File: src/design/assert_macros.svh
// Assertion macros used by dag_shortest_path.
// Depends on nothing; the including module provides aclk and aresetn.
`ifndef ASSERT_MACROS_SVH
`define ASSERT_MACROS_SVH

// Check an implication on every rising edge, held off while in reset
`define ASSERT_CLK(label, prop, msg) \
    label: assert property (@(posedge aclk) disable iff (!aresetn) (prop)) else $error(msg);

// Check a property that must also hold during reset
`define ASSERT_ALWAYS(label, prop, msg) \
    label: assert property (@(posedge aclk) (prop)) else $error(msg);

`endif

File: src/design/dsp_ram.sv
// Simple dual-port synchronous RAM, one write and one registered read port.
// Used for the edge table and the per-node cost store. No dependencies.
module dsp_ram #(
    parameter int DEPTH  = 16,
    parameter int WIDTH  = 16,
    parameter int ADDR_W = (DEPTH > 1) ? $clog2(DEPTH) : 1
) (
    input  logic              aclk,
    input  logic              we,
    input  logic [ADDR_W-1:0] waddr,
    input  logic [WIDTH-1:0]  wdata,
    input  logic [ADDR_W-1:0] raddr,
    output logic [WIDTH-1:0]  rdata
);

    logic [WIDTH-1:0] mem [DEPTH];

    // Write port
    always_ff @(posedge aclk) begin
        if (we) begin
            mem[waddr] <= wdata;
        end
    end

    // Registered read port
    always_ff @(posedge aclk) begin
        rdata <= mem[raddr];
    end

endmodule

File: config.mk
export PLATFORM = sky130hd
export DESIGN_NAME = dsp_ram
export DESIGN_NICKNAME = d
export VERILOG_FILES = /design/src/design/assert_macros.svh /design/src/design/dsp_ram.sv
export SDC_FILE = /design/constraint.sdc
export NUM_CORES = 1
export LEC_CHECK = 0
export ABC_AREA = 0
export BUFFER_PORTS_ARGS = -buffer_cell sky130_fd_sc_hd__buf_2
export CAP_MARGIN = 15
export CORE_AREA = 2 2 153 155
export DETAILED_ROUTE_END_ITERATION = 8
export DIE_AREA = 0 0 155 157
export PLACE_DENSITY_LB_ADDON = 0.3
export SLEW_MARGIN = 0
export SYNTH_ARGS = -nofsm -noshare
export SYNTH_HDL_FRONTEND = slang
export SYNTH_SLANG_ARGS = --single-unit
File: constraint.sdc
create_clock -name aclk -period 2.6 [get_ports aclk]
set_input_delay 0.13 -clock aclk [delete_from_list [all_inputs] [get_ports aclk]]
set_output_delay 0.13 -clock aclk [all_outputs]
set_load 0.02 [all_outputs]
# == Yosys cells after proc, flatten, opt, wreduce, memory -nomap -nowiden ==
# Memories as Yosys holds them, arrays and structs flattened. A register that Yosys moved wholly into a read port is not among the register bits.
# Cells that the tools add are included.
# word_totals
out_inout_bits,16
memories,1
wordCells,3
ram_bits,256
regBits,0
input_bits,26
# mem_list
memory,depth,width,read_ports,rd_ports_with_merged_regs,write_ports,line_no,source
mem,16,16,1,1,1,dsp_ram.sv:16,logic [WIDTH-1:0] mem [DEPTH];
# op_classes
n_mux,2
# ops
op,n
1-bit 2-to-1 mux,2

# == Depth between registers and ports, before layout ==
# depth
ltp_word,2
ltp_mapped,5
ltp_nobuf,3

# == Least setup slack after synthesis ==
# OpenSTA, ideal clock, no wires.
# synth_timing
kind,input -> register
from,input port waddr[2]
to,memory mem[0][0] (enable)
n_path_buf,0
cell_stages,2
required_ps,2191
arrival_ps,1776
setup_time_ps,409
setup_slack_ps,415
cell_sequence,or3b_2 > nor3_1
# synth_lines
item,line_no,source
start: declaration,dsp_ram.sv:10,"input logic [ADDR_W-1:0] waddr,"
end: declaration,dsp_ram.sv:16,
# Straight into the memory's write port.

==> flow_summary_export.csv <==
group,metric,value,unit
clocking,postCtsResizedCells,0,
layout,drive_above_1_share,34.25,%
timing,final-setup-viol-count,0,
synth,async_reset_ff_share,0,%
routing,drt_iter0_markers,405,
placed_design,hpwl,11330,um
setup_path,startpoint,"mem[3][15]",
routing,finalWirelength,20550,um
timing,post-route-period-util,50.27,%
timing,drv_slew,0,
timing,final_hold_viol_count,0,
synth,ys_seq_elements,272,
power,power_frac_seq,54.0,%
floorplanning,pin_count,42,
synth,synth_area_leaders,"edfxtp_1 (77%), mux4_2 (12%), dfxtp_1 (3.2%)",
floorplanning,initial_core_util,44.63,%
power,clockPowerShare,40.7,%
setup_path,worst_setup_path_start_kind,"register",
placed_design,placed_area,10780,um^2
setup_path,r2r-start,"mem[3][15]",
synth,synth_top_flop_cell,"edfxtp_1",
timing,max_freq,0.7651,GHz
timing,fin_crit,1307,ps
timing,grt_setup_unrepaired,"false",
floorplanning,die_h,157,um
clocking,clockRootBuffer,"clkbuf_16",
setup_path,crit_fanout,1,
hold_path,hp-start,"wdata[13]",
hold_path,holdCritPathClass,"in2reg",
power,vdd_ir_drop_max,0.5962,mV
setup_path,critPathRequiredTime,3000,ps
routing,vias,4599,
floorplanning,die_x,155,um
grt,grt_max_degree,65,
clocking,cts_tree,"built",
synth,syn_area_per_cell,23.25,um^2
timing,tightestPinTransition,567.7,ps
power,internal-power,7.253,mW
power,power_frac_comb,5.3,%
clocking,cts.clk_slew.worst_paths,60,ps
layout,nets,552,
synth,synth-edff-count,256,
timing,fin_skew,8.504,ps
setup_path,crit_type,"reg2reg",
routing,drc,0,
job,drv_cap,0,
clocking,cts_hold_buf,15,
setup_path,critical_path_arrival,1710,ps
synth,yosys.area.top_type,"edfxtp_1",
synth,yosysWarnings,0,
routing,detail-route-antenna-nets,0,
routing,wl_per_cell,24.73,um
synth,ys_seq_area_share,79.73,%
clocking,htree_levels,1,
power,p_leak,3.894,nW
synth,synth_area,10040,um^2
routing,vias_per_cell,5.534,
grt,antenna_found_initial,0,
layout,antenna_cells,0,
synth,synth.distinct_cells,19,
synth,syn_inst,432,
power,power.switching,1.871,mW
outcome,status,"complete, no violations",
synth,synth_nets,458,
grt,grt_pass1_vias,4869,
grt,overflow,0,
clocking,cts_buffers,27,
power,switching_share,20.50,%
floorplanning,dieArea,24340,um^2
placed_design,place_congestion,0.7421,
grt,track_usage,17.38,%
grt,grt_first_pass_wirelength,30840,um
layout,area_growth,17.37,%
synth,synth_top_cell_area_share,76.54,%
clocking,cts_sinks,272,
routing,drt_first_pass_iters,4,
floorplanning,coreArea,22500,um^2
power,cellPowerDensity,774.0,nW/um^2
timing,slew_headroom,62.11,%
clocking,worstSkewPairLatency,520,ps
clocking,cts_setup_buffers,0,
layout,fin_area,11790,um^2
floorplanning,rows,55,
clocking,clockBufferDepth,3,
timing,fin_tns_setup,0,ps
placed_design,io_buffer_count,41,
setup_path,cp-end-kind,"register",
-- critical path, cell delays in order (launching register included) --
cell,delay [ps]
edfxtp_1,350
mux4_2,470
a22oi_1,280
nand2_1,90
-- layout make-up --
| class | instances | area [um^2] |
|---|---|---|
| Fill cell | 1735 | 10720 |
| Clock buffer | 31 | 710.7 |
| Clock inverter | 18 | 142.6 |
| Multi-Input combinational cell | 139 | 1962 |
| Sequential cell | 272 | 8008 |
| Timing Repair Buffer | 86 | 608.1 |
| Tap cell | 285 | 356.6 |
-- worst paths after layout --
path	endpoint	slack, ps	cells after the start
worst max-delay path	rdata[15]	1290	3
worst max register to register	rdata[15]	1290	3
worst min register to register	rdata[10]	670	3
worst min-delay path	mem[4][13]	6	1
-- metal layers --
metal	wire length [um]	vias to the layer above	track usage, %
li1	-	2026	-
met4	299	0	3.483
met3	1004	25	2.533
met1	8585	2421	23.27
met2	10660	127	30.73
met5	0	-	0
-- synthesized netlist by cell type, types with 2 or more instances --
master and instances:
edfxtp_1 256, nand2b_1 2, nor2b_1 2, buf_1 3, buf_2 3, mux4_2 54
dfxtp_1 16, a22oi_1 32, nand3b_1 2, buf_4 3, clkbuf_1 8, nor3_1 4
mux4_1 10, nor2_1 13, nand2_1 17, buf_6 4
-- through the flow --
step                setup slack (ps)  instances  util, %  hold WS (ps)  power, mW
floorplan                      414.9        432        -         228.9      5.291
detailed placement             798.7        767    47.92         521.2      5.495
global route                    1236        831    52.38         15.78      9.414
global placement               801.3        767    47.92         500.7      5.481
CTS                             1291        831    52.38        0.9421      9.212
finish                          1293        831    52.38         6.294      9.123
-- layout by cell type (no fill, tap or decap), drive strengths merged --
master / n
nand2b: 2
nor2b: 2
dlygate4sd3: 15
edfxtp: 256
nand3b: 2
nand2: 17
buf: 71
dfxtp: 16
or3b: 1
clkinv: 14
bufinv: 2
mux4: 64
clkbuf: 31
a22oi: 32
clkinvlp: 2
and2: 1
nor2: 13
nor3: 4
nand3: 1
-- power groups by stage --
stage	Combinational [mW]	Clock [mW]	Sequential, mW
floorplan	0.239	0	5.05
global placement	0.461	0	5.02
detailed placement	0.470	0	5.03
CTS	0.489	3.79	4.93
global route	0.520	3.96	4.94
finish	0.479	3.71	4.93
-- registers in the layout (all words and copies together), names as in the netlist --
signal	flops
rdata	16
mem	256
-- cell families (layout without fill, tap and decap cells) --
group | count (synthesis) | after routing | share of synthesized area, %
DFF | 272 | 272 | 79.73
muxes | 64 | 64 | 14.73
and+or+nand+nor | 43 | 43 | 1.918
AOI/OAI and AO/OA | 32 | 32 | 2.392
buffers and inverters | 21 | 135 | 1.233
Power figures use the tool's default switching activity.
